===== config.mk =====
export PLATFORM = sky130hd
export DESIGN_NAME = adc_csr
export DESIGN_NICKNAME = d
export VERILOG_FILES = /design/src/hdl/adc_pkg.sv /design/src/hdl/adc_csr.sv
export SDC_FILE = /design/constraint.sdc
export NUM_CORES = 1
export LEC_CHECK = 0
export BUFFER_PORTS_ARGS = -buffer_cell sky130_fd_sc_hd__buf_2
export CAP_MARGIN = 20
export CORE_MARGIN = 1
export CORE_UTILIZATION = 51
export CTS_CLUSTER_SIZE = 16
export DETAILED_ROUTE_END_ITERATION = 8
export GPL_TIMING_DRIVEN = 0
export PLACE_DENSITY = 0.91
export REMOVE_ABC_BUFFERS = 1
export SYNTH_ARGS = -nofsm -noshare
export SYNTH_HDL_FRONTEND = slang
export SYNTH_SLANG_ARGS = --single-unit

===== constraint.sdc =====
create_clock -name clock -period 1.57 [get_ports clock]
set_input_delay 0.0785 -clock clock [delete_from_list [all_inputs] [get_ports clock]]
set_output_delay 0.0785 -clock clock [all_outputs]
set_load 0.05 [all_outputs]

===== src/hdl/adc_pkg.sv =====
`default_nettype none
// ----------------------------------------------------------------------------
// adc_pkg
// shared types and constants of the anisotropic distance check
// ----------------------------------------------------------------------------
package adc_pkg;

   // configuration register map
   typedef enum logic [2:0] {
      CSR_ROT_00,
      CSR_ROT_01,
      CSR_ROT_10,
      CSR_ROT_11,
      CSR_INV_SCALE_X,
      CSR_INV_SCALE_Y,
      CSR_RADIUS,
      CSR_MODE
   } csr_index_type;

   localparam int CSR_INDEX_WIDTH = 3;
   localparam int CSR_DATA_WIDTH  = 32;

   // arithmetic widths
   localparam int ROT_WIDTH   = 16;
   localparam int ROT_FRAC    = 14;
   localparam int SCALE_WIDTH = 24;
   localparam int SCALE_FRAC  = 16;
   localparam int DIST_WIDTH  = 32;
   localparam int RAD_WIDTH   = 2 * DIST_WIDTH;
   localparam int MODE_WIDTH  = 2;

   // mode and action codes
   localparam logic [MODE_WIDTH-1:0] MODE_ISO = 2'd0;
   localparam int                    MODE_ROT_BIT = 1;
   localparam logic                  ACTION_POINTS = 1'b0;

   typedef struct packed {
      logic signed [ROT_WIDTH-1:0] rot_00;
      logic signed [ROT_WIDTH-1:0] rot_01;
      logic signed [ROT_WIDTH-1:0] rot_10;
      logic signed [ROT_WIDTH-1:0] rot_11;
      logic [SCALE_WIDTH-1:0]      inv_scale_x;
      logic [SCALE_WIDTH-1:0]      inv_scale_y;
      logic [DIST_WIDTH-1:0]       radius;
      logic [MODE_WIDTH-1:0]       mode;
   } cfg_type;

   // identity rotation, unit scale, widest radius, isotropic
   localparam cfg_type CFG_RESET = '{
      rot_00:      16'sd16384,
      rot_01:      16'sd0,
      rot_10:      16'sd0,
      rot_11:      16'sd16384,
      inv_scale_x: 24'd65536,
      inv_scale_y: 24'd65536,
      radius:      32'hFFFF_FFFF,
      mode:        2'd0
   };

endpackage
`default_nettype wire


===== src/hdl/adc_csr.sv =====
`default_nettype none
// ----------------------------------------------------------------------------
// adc_csr
// configuration register file, written through the csr channel
// ----------------------------------------------------------------------------
module adc_csr
   import adc_pkg::*;
(
   input  wire logic                       clock,
   input  wire logic                       reset,
   input  wire logic                       csr_valid,
   output logic                            csr_ready,
   input  wire logic [CSR_INDEX_WIDTH-1:0] csr_index,
   input  wire logic [CSR_DATA_WIDTH-1:0]  csr_data,
   output cfg_type                         cfg
);

   cfg_type cfg_ff;
   cfg_type cfg_in;

   // writes are always taken
   assign csr_ready = 1'b1;
   assign cfg       = cfg_ff;

   // register decode
   always_comb begin
      cfg_in = cfg_ff;
      if (csr_valid) begin
         unique case (csr_index_type'(csr_index))
            CSR_ROT_00:      cfg_in.rot_00      = csr_data[ROT_WIDTH-1:0];
            CSR_ROT_01:      cfg_in.rot_01      = csr_data[ROT_WIDTH-1:0];
            CSR_ROT_10:      cfg_in.rot_10      = csr_data[ROT_WIDTH-1:0];
            CSR_ROT_11:      cfg_in.rot_11      = csr_data[ROT_WIDTH-1:0];
            CSR_INV_SCALE_X: cfg_in.inv_scale_x = csr_data[SCALE_WIDTH-1:0];
            CSR_INV_SCALE_Y: cfg_in.inv_scale_y = csr_data[SCALE_WIDTH-1:0];
            CSR_RADIUS:      cfg_in.radius      = csr_data[DIST_WIDTH-1:0];
            CSR_MODE:        cfg_in.mode        = csr_data[MODE_WIDTH-1:0];
            default:         cfg_in             = cfg_ff;
         endcase
      end
   end

   always_ff @(posedge clock) begin
      if (reset) begin
         cfg_ff <= CFG_RESET;
      end else begin
         cfg_ff <= cfg_in;
      end
   end

endmodule
`default_nettype wire


==> metrics.cfg <==
[timing]
min_period_ns = 1.389
tightest_slew_ns = 0.9306
rsz0062_at_grt = no
setup_slack_ns = 0.1805
hold_violations = 0
setup_viol = 0
maxSlewViolCount = 0
hold_slack_ns = 0.04931
skew_ns = 0
relSlewSlack = 0.3796
finalCritPeriodShare = 0.8850
fmax_mhz = 719.7

[worst_setup_path]
cp.required_ns = 1.84
worstSetupStartpoint = reset
start_kind = input port
path_max_fanout = 121
critical_path.endpoint_type = register
timing.rr.start = cfg[27]$_SDFFE_PP1P_
crit_arrival_ns = 1.66
reg2reg_depth = 2
path_class = input port to register

[synthesis]
synthArstFlopShare = 0
synth_common_cells = dfxtp_1 (146), mux2i_1 (146), nand2b_1 (133), nor2_1 (68), clkbuf_1 (22)
synth.distinct_cells = 16
netlist_area_um2 = 5778
synth_fa_ha_area_frac = 0
synth.area.top_cells = dfxtp_1 (51%), mux2i_1 (25%), nand2b_1 (14%)
synth.largest_area_cell = dfxtp_1
ys_seq_elements = 146
synth_top_family_by_area = multiplexers
ys_seq_area_frac = 0.5058
synth-edff-count = 0
syn_inst = 544
synth_simple_gate_area_frac = 0.2040
synthXorXnorAreaFrac = 0
ys_warn_count = 0
synth_top_area_frac = 0.5058
synth_compound_gate_area_share = 0
synthMuxAreaShare = 0.2529
avgSynthCellArea_um2 = 10.62
ys.flop_type = dfxtp_1

[min_path]
min_from = csr_data[0]
worstHoldPathCells = 3
hp-class = input port to register

[route]
wl_per_cell_um = 16.04
finalWirelength_um = 14410
via_per_inst = 5.007
drc = 0
drt-pass1-iter-count = 4
ant_nets = 0
drtIter0Drc = 239
num_vias = 4496

[power_and_ir_drop]
p_clk_frac = 0.464
intPower_uw = 6645
power_uw = 8810
switching_share = 0.2457
ir_drop_mv = 0.7697
p_seq_frac = 0.435
p_switching_uw = 2165
leakage_uw = 0.003797
powerDensity_nw_per_um2 = 1139
pwr-share-comb = 0.101

[global_route]
grt_pass1_vias = 4663
grt_pass1_wl_um = 22270
grt_max_degree = 122
antenna_found_initial = 0
grt.total_usage = 0.2475
overflow = 0

[floorplanning]
fp-row-count = 38
io_pins = 185
die_w_um = 108.4
initial_core_util = 0.5284
die_h_um = 108.4
die_area_um2 = 11760
core-area_um2 = 10940

[layout]
drive_gt1_frac = 0.2942
fill_cells = 789
synthToLayoutAreaGrowth_pct = 33.82
antennaDiodeCount = 0
multi_input_area_um2 = 2645
seq_area_um2 = 2923
largest_reg_flops = 146
final_core_utilization = 0.7071
nets = 783

[clock_network]
insertion_delay_ns = 0.40
htreeDepth = 4
cts_buffer_depth = 2
path_clk_slew_ns = 0.06
clock_sinks = 146
cts-buffers-inserted = 17
cts_setup_buffers = 0
cts_tree = built
cts_root_buf = clkbuf_16

[placed_design]
pre_cts_slack_ns = -0.2080
dp_hpwl_um = 9420
port_buffers = 183
place_congestion = 0.7600

[run]
max-cap-violations = 0

[outcome]
status = complete, no violations

-- cell type report --
type | count | share of cell area
tap | 140 | 0.02265
multi-input combinational | 357 | 0.3421
clock buffer | 20 | 0.05777
timing repair buffer | 223 | 0.1793
clock inverter | 12 | 0.02023
sequential | 146 | 0.3780
-- cells in the final DEF, fill, tap and decap left out, drive strengths merged --
master	count
nand4bb	2
and4b	1
buf	192
conb	1
clkinvlp	4
inv	1
dfxtp	146
clkbuf	20
nor2	68
dlygate4sd3	31
mux2i	146
nand4b	2
and4bb	2
nand2b	133
bufinv	3
nand4	1
or4b	1
clkinv	4
-- kinds of logic after synthesis --
kind of cell | count (synthesis)
flops | 146
simple gates | 210
buf+inv | 41
mux | 146
other cells | 1
-- metrics by stage --
stage | TNS (ns) | area [µm²] | std cells
2_1_floorplan | -4.218 | 5567 | 503
3_3_place_gp | -122.32 | 6658 | 826
3_5_place_dp | -4.620 | 6819 | 835
4_1_cts | 0 | 7732 | 898
5_1_grt | 0 | 7732 | 898
6_report | 0 | 7732 | 898
-- power groups by stage --
stage / logic [µW] / clock network, µW / registers (µW)
after global routing: 934 / 4350 / 3840
after CTS: 879 / 4140 / 3830
final: 887 / 4090 / 3830
after global placement: 786 / 0 / 3910
after floorplan: 255 / 0 / 4190
after detailed placement: 817 / 0 / 3910
-- worst max-delay path, stage by stage --
cell and delay [ns]:
buf_4 0.70, buf_12 0.34, nand2b_1 0.38, mux2i_1 0.14
-- timing repair --
action                                 in CTS  in global routing
resized for setup                           0                  0
hold buffers                               31                  0
endpoints found under the hold margin      48                  0
-- final timing paths --
check / slack [ns] / endpoint
setup reg to reg: 0.89 / cfg[27]$_SDFFE_PP1P_
setup / recovery: 0.18 / cfg[0]$_SDFFE_PP0P_
hold reg to reg: 0.47 / cfg[36]$_SDFFE_PP0P_
hold / removal: 0.05 / cfg[2]$_SDFFE_PP1P_
-- per-layer routing --
layer  up-vias  share of wire  GRT usage
li1       2188              -          -
met1      2120           0.42     0.2783
met2       150           0.50     0.4354
met3        38          0.052    0.07354
met4         0          0.023    0.09942
met5         -              0          0
Power figures use the tool's default switching activity.
