File: config.mk
export PLATFORM = sky130hd
export DESIGN_NAME = adc_isqrt
export DESIGN_NICKNAME = d
export VERILOG_FILES = /design/src/hdl/adc_pkg.sv /design/src/hdl/adc_isqrt.sv
export SDC_FILE = /design/constraint.sdc
export NUM_CORES = 2
export LEC_CHECK = 0
export ABC_AREA = 0
export BUFFER_PORTS_ARGS = -buffer_cell sky130_fd_sc_hd__buf_2
export CELL_PAD_IN_SITES_DETAIL_PLACEMENT = 0
export CELL_PAD_IN_SITES_GLOBAL_PLACEMENT = 2
export CORE_AREA = 2 2 525 527
export DETAILED_ROUTE_END_ITERATION = 7
export DIE_AREA = 0 0 527 529
export PLACE_DENSITY_LB_ADDON = 0.1
export SKIP_CTS_REPAIR_TIMING = 1
export SLEW_MARGIN = 25
export SYNTH_ARGS = -nofsm -noshare
export SYNTH_HDL_FRONTEND = slang
export SYNTH_SLANG_ARGS = --single-unit
File: constraint.sdc
create_clock -name clock -period 4.5 [get_ports clock]
set_input_delay 0.9 -clock clock [delete_from_list [all_inputs] [get_ports clock]]
set_output_delay 0.9 -clock clock [all_outputs]
set_load 0.005 [all_outputs]
File: src/hdl/adc_pkg.sv
`default_nettype none
// ----------------------------------------------------------------------------
// adc_pkg
// shared types and constants of the anisotropic distance check
// ----------------------------------------------------------------------------
package adc_pkg;

   // configuration register map
   typedef enum logic [2:0] {
      CSR_ROT_00,
      CSR_ROT_01,
      CSR_ROT_10,
      CSR_ROT_11,
      CSR_INV_SCALE_X,
      CSR_INV_SCALE_Y,
      CSR_RADIUS,
      CSR_MODE
   } csr_index_type;

   localparam int CSR_INDEX_WIDTH = 3;
   localparam int CSR_DATA_WIDTH  = 32;

   // arithmetic widths
   localparam int ROT_WIDTH   = 16;
   localparam int ROT_FRAC    = 14;
   localparam int SCALE_WIDTH = 24;
   localparam int SCALE_FRAC  = 16;
   localparam int DIST_WIDTH  = 32;
   localparam int RAD_WIDTH   = 2 * DIST_WIDTH;
   localparam int MODE_WIDTH  = 2;

   // mode and action codes
   localparam logic [MODE_WIDTH-1:0] MODE_ISO = 2'd0;
   localparam int                    MODE_ROT_BIT = 1;
   localparam logic                  ACTION_POINTS = 1'b0;

   typedef struct packed {
      logic signed [ROT_WIDTH-1:0] rot_00;
      logic signed [ROT_WIDTH-1:0] rot_01;
      logic signed [ROT_WIDTH-1:0] rot_10;
      logic signed [ROT_WIDTH-1:0] rot_11;
      logic [SCALE_WIDTH-1:0]      inv_scale_x;
      logic [SCALE_WIDTH-1:0]      inv_scale_y;
      logic [DIST_WIDTH-1:0]       radius;
      logic [MODE_WIDTH-1:0]       mode;
   } cfg_type;

   // identity rotation, unit scale, widest radius, isotropic
   localparam cfg_type CFG_RESET = '{
      rot_00:      16'sd16384,
      rot_01:      16'sd0,
      rot_10:      16'sd0,
      rot_11:      16'sd16384,
      inv_scale_x: 24'd65536,
      inv_scale_y: 24'd65536,
      radius:      32'hFFFF_FFFF,
      mode:        2'd0
   };

endpackage
`default_nettype wire

File: src/hdl/adc_isqrt.sv
`default_nettype none
// ----------------------------------------------------------------------------
// adc_isqrt
// pipelined floor square root, one root bit decided per stage
// ----------------------------------------------------------------------------
module adc_isqrt
   import adc_pkg::*;
(
   input  wire logic                  clock,
   input  wire logic                  reset,
   input  wire logic                  adv,
   input  wire logic                  in_valid,
   input  wire logic [RAD_WIDTH-1:0]  in_radicand,
   input  wire logic                  in_sat,
   output logic                       out_valid,
   output logic [DIST_WIDTH-1:0]      out_root,
   output logic                       out_sat
);

   localparam int TW = RAD_WIDTH + 2;

   logic                  vld_ff  [DIST_WIDTH];
   logic                  sat_ff  [DIST_WIDTH];
   logic [RAD_WIDTH-1:0]  rem_ff  [DIST_WIDTH];
   logic [DIST_WIDTH-1:0] root_ff [DIST_WIDTH];
   logic [RAD_WIDTH-1:0]  rem_in  [DIST_WIDTH];
   logic [DIST_WIDTH-1:0] root_in [DIST_WIDTH];

   for (genvar k = 0; k < DIST_WIDTH; k++) begin : g_stage
      localparam int BIT = DIST_WIDTH - 1 - k;

      logic                  vld_prev;
      logic                  sat_prev;
      logic [RAD_WIDTH-1:0]  rem_prev;
      logic [DIST_WIDTH-1:0] root_prev;
      logic [TW-1:0]         trial;
      logic                  fits;

      if (k == 0) begin : g_first
         assign vld_prev  = in_valid;
         assign sat_prev  = in_sat;
         assign rem_prev  = in_radicand;
         assign root_prev = '0;
      end else begin : g_next
         assign vld_prev  = vld_ff[k-1];
         assign sat_prev  = sat_ff[k-1];
         assign rem_prev  = rem_ff[k-1];
         assign root_prev = root_ff[k-1];
      end

      // (root + 2^bit)^2 - root^2
      assign trial      = (TW'(root_prev) << (BIT + 1)) + (TW'(1) << (2 * BIT));
      assign fits       = {2'b00, rem_prev} >= trial;
      assign rem_in[k]  = fits ? (rem_prev - trial[RAD_WIDTH-1:0]) : rem_prev;
      assign root_in[k] = fits ? (root_prev | (DIST_WIDTH'(1) << BIT)) : root_prev;

      always_ff @(posedge clock) begin
         if (reset) begin
            vld_ff[k] <= 1'b0;
         end else if (adv) begin
            vld_ff[k] <= vld_prev;
         end
      end

      always_ff @(posedge clock) begin
         if (adv) begin
            sat_ff[k]  <= sat_prev;
            rem_ff[k]  <= rem_in[k];
            root_ff[k] <= root_in[k];
         end
      end
   end

   assign out_valid = vld_ff[DIST_WIDTH-1];
   assign out_root  = root_ff[DIST_WIDTH-1];
   assign out_sat   = sat_ff[DIST_WIDTH-1];

   // a stall freezes the last stage
   a_stall_hold: assert property (@(posedge clock) disable iff (reset)
      !adv |=> $stable(vld_ff[DIST_WIDTH-1]) && $stable(root_ff[DIST_WIDTH-1]))
      else $error("root pipeline moved during a stall");

   // the first stage can only decide the top root bit
   a_first_bit: assert property (@(posedge clock) disable iff (reset)
      vld_ff[0] |-> root_ff[0][DIST_WIDTH-2:0] == '0)
      else $error("low root bits set in first stage");

   // finished root is the floor: remainder at most twice the root
   a_floor_root: assert property (@(posedge clock) disable iff (reset)
      vld_ff[DIST_WIDTH-1] && !sat_ff[DIST_WIDTH-1]
         |-> rem_ff[DIST_WIDTH-1] <= RAD_WIDTH'({root_ff[DIST_WIDTH-1], 1'b0}))
      else $error("square root remainder out of range");

endmodule
`default_nettype wire

==> results.json <==
{
  "outcome": "finished clean",
  "grt_pass1_vias": 75900,
  "finalSetupViolCount": 0,
  "totalWireLength_um": 318000,
  "grt.overflow.total": 0,
  "crit_fanout": 54,
  "synth_xor_area_share_pct": 6.36,
  "finalHoldWorstSlack_ns": 0.179,
  "hpwl_um": 240000,
  "syn_area_um2": 123000,
  "grt_setup_unrepaired": "no",
  "rows": 192,
  "grt_start_max_net_pins": 141,
  "grt_usage_pct": 22.4,
  "synthDistinctLibCells": 92,
  "dieWidth_um": 527,
  "hold_path_depth": 1,
  "tritoncts": "built",
  "p_leak_nw": 52.2,
  "rrSetupSlack_ns": 0.32,
  "post-route-util_pct": 50.7,
  "core_um2": 273000,
  "arrival_ns": 4.76,
  "hold_viol": 0,
  "slew_headroom_pct": 22.4,
  "syn_inst": 9687,
  "die_area_um2": 279000,
  "ff2ff_path_depth": 13,
  "h-tree-depth": 5,
  "switching_share_pct": 29.7,
  "vdd_drop_max_mv": 0.324,
  "pwr-share-seq_pct": 45.7,
  "clkSinkCount": 2576,
  "start_util_pct": 44.9,
  "synth_top_family_by_area": "simple AND/OR/NAND/NOR gates",
  "cts_buffers": 292,
  "fin_crit_ns": 4.18,
  "synthSimpleGateAreaFrac_pct": 12.0,
  "ys_ff_latch": 2576,
  "clock_skew_ns": 0.108,
  "clock.fmax_ghz": 0.239,
  "cts_buffer_depth": 4,
  "period_share_pct": 92.9,
  "synthTopCellsByArea": "edfxtp_1 63%, ha_1 5.7%, xnor2_1 3.3%",
  "vias_per_cell": 5.56,
  "multiInputGateArea_um2": 41900,
  "fillers": 23800,
  "drt-initial-drc-count": 6997,
  "vias": 77300,
  "syn2layout_area_growth_pct": 13.0,
  "p_int_mw": 51.1,
  "ioPinCount": 103,
  "muxShareOfSynthArea_pct": 0.846,
  "p_clk_share_pct": 33.4,
  "synthFlopType": "edfxtp_1",
  "clk_pin_slew_ns": 0.06,
  "critPathRequiredTime_ns": 5.08,
  "wl_per_cell_um": 22.9,
  "worst-slew-pin-transition_ns": 1.13,
  "setup.worst_path.start_class": "flop",
  "drv_slew": 0,
  "comb_power_share_pct": 20.9,
  "final_nets": 10700,
  "ant_nets": 0,
  "synth_top_cell_by_area": "edfxtp_1",
  "syn_nets": 10300,
  "fin_tns_setup_ns": 0,
  "yosys.area_share.adder_pct": 5.70,
  "firstDrtPassIters": 5,
  "synth-edff-count": 2576,
  "layout-drive-gt1-share_pct": 8.70,
  "io_buffers": 102,
  "antenna_found_initial": 17,
  "async_flop_share_pct": 0,
  "register_area_um2": 77400,
  "cap_violations": 0,
  "place_congestion": 0.870,
  "power.density_nw_per_um2": 525,
  "route.detailed.drc": 0,
  "fp.dieH_um": 529,
  "synth_compound_area_share_pct": 9.14,
  "synth_top_area_share_pct": 63.1,
  "p_switching_mw": 21.6,
  "avgSynthCellArea_um2": 12.7,
  "synth_warnings": 0,
  "end_kind": "flop",
  "hp-class": "in2reg",
  "grt_first_pass_wirelength_um": 476000,
  "cts-root-buf": "clkbuf_16",
  "ys_seq_area_share_pct": 63.1,
  "path_class": "reg2reg",
  "clk_latency_ns": 0.93
}
metrics by stage:
| step | power [mW] | instances | cell area [um^2] | setup WS, ns |
|---|---|---|---|---|
| final | 72.7 | 13900 | 138000 | 0.321 |
| after CTS | 73.4 | 13900 | 138000 | 0.143 |
| after global routing | 76.2 | 13900 | 138000 | 0.0289 |
| after detailed placement | 48.7 | 13400 | 129000 | 0.260 |
| after global placement | 48.8 | 13400 | 129000 | 0.213 |
| after floorplan | 43.0 | 9687 | 123000 | 1.10 |
cells in the final DEF (no fill, tap or decap), types with 145 or more instances in the layout:
master,netlist,final
a21oi_1,682,680
o21ai_0,412,412
edfxtp_1,2576,2576
xnor2_1,457,457
clkbuf_16,0,296
a21o_1,242,242
nand3_1,146,145
nor2_1,609,608
nand2_1,612,611
nor4_1,368,361
inv_1,701,701
nor3_1,261,261
xor2_1,433,433
nand4_1,168,168
ha_1,558,558
buf_4,4,154
synthesized netlist by cell type (58+ instances only):
| master | n |
|---|---|
| a21oi_1 | 682 |
| inv_1 | 701 |
| nand2_1 | 612 |
| nor4_1 | 368 |
| ha_1 | 558 |
| nor2b_1 | 79 |
| a21o_1 | 242 |
| nor4b_1 | 60 |
| xnor2_1 | 457 |
| nor2_1 | 609 |
| o21ai_0 | 412 |
| mux2_2 | 79 |
| nand4_1 | 168 |
| or3_1 | 85 |
| nand2b_1 | 105 |
| edfxtp_1 | 2576 |
| and2_1 | 58 |
| or4_1 | 60 |
| nor3_1 | 261 |
| o21a_1 | 106 |
| xor2_1 | 433 |
| clkbuf_1 | 151 |
| nand3_1 | 146 |
worst max-delay path: stages (launching register included):
cell,delay [ns]
edfxtp_1,0.40
ha_1,0.37
o21ai_1,0.19
a21oi_1,0.10
o311ai_2,0.37
a21oi_1,0.14
buf_4,0.18
o32ai_1,0.44
a2111oi_0,0.18
or4b_2,0.80
buf_12,0.26
o211ai_1,0.15
nor3_1,0.09
xor2_1,0.15
path summary, 6_finish.rpt:
check                                                end                      from
worst max-delay path            rem_ff[1][809]$_DFFE_PP_  rem_ff[1][713]$_DFFE_PP_
worst min-delay path             rem_ff[0][42]$_DFFE_PP_           in_radicand[42]
worst max register to register  rem_ff[1][809]$_DFFE_PP_  rem_ff[1][713]$_DFFE_PP_
worst min register to register  rem_ff[1][641]$_DFFE_PP_  rem_ff[1][577]$_DFFE_PP_
state kept, by name, indices dropped and copies added, names as in the netlist:
name	flops
root_ff	528
vld_ff	32
sat_ff	32
rem_ff	1984
kinds of logic after synthesis:
group,count (synthesis)
AO/OA/AOI/OAI,1832
XOR/XNOR,890
adder cells (fa/ha/maj),558
buffers and inverters,906
flip-flops,2576
multiplexers,93
AND/OR/NAND/NOR,2832
power by group through the flow:
| stage | clock network [mW] | registers, mW | logic, mW |
|---|---|---|---|
| after floorplan | 0 | 32.2 | 10.8 |
| after global placement | 0 | 33.8 | 15.0 |
| after detailed placement | 0 | 33.8 | 15.0 |
| after CTS | 25.0 | 33.3 | 15.1 |
| after global routing | 25.8 | 33.6 | 16.8 |
| final | 24.3 | 33.2 | 15.2 |
per-layer routing:
metal  track usage [%]  part of all wire (%)
met5                 0                     0
met4              5.16                   2.1
met3              2.86                   5.1
met2              36.0                    46
met1              32.2                    46
final cells by class:
| class | instances | share of cell area, % |
|---|---|---|
| inverters | 702 | 1.90 |
| multi-input cells | 6205 | 30.3 |
| flip-flops and latches | 2576 | 55.9 |
| well taps | 3589 | 3.24 |
| diodes | 3 | 0.00542 |
| repair buffers | 289 | 1.69 |
| clock inverters | 180 | 1.57 |
| clock buffers | 343 | 5.48 |
(Power assumes the default switching activity.)
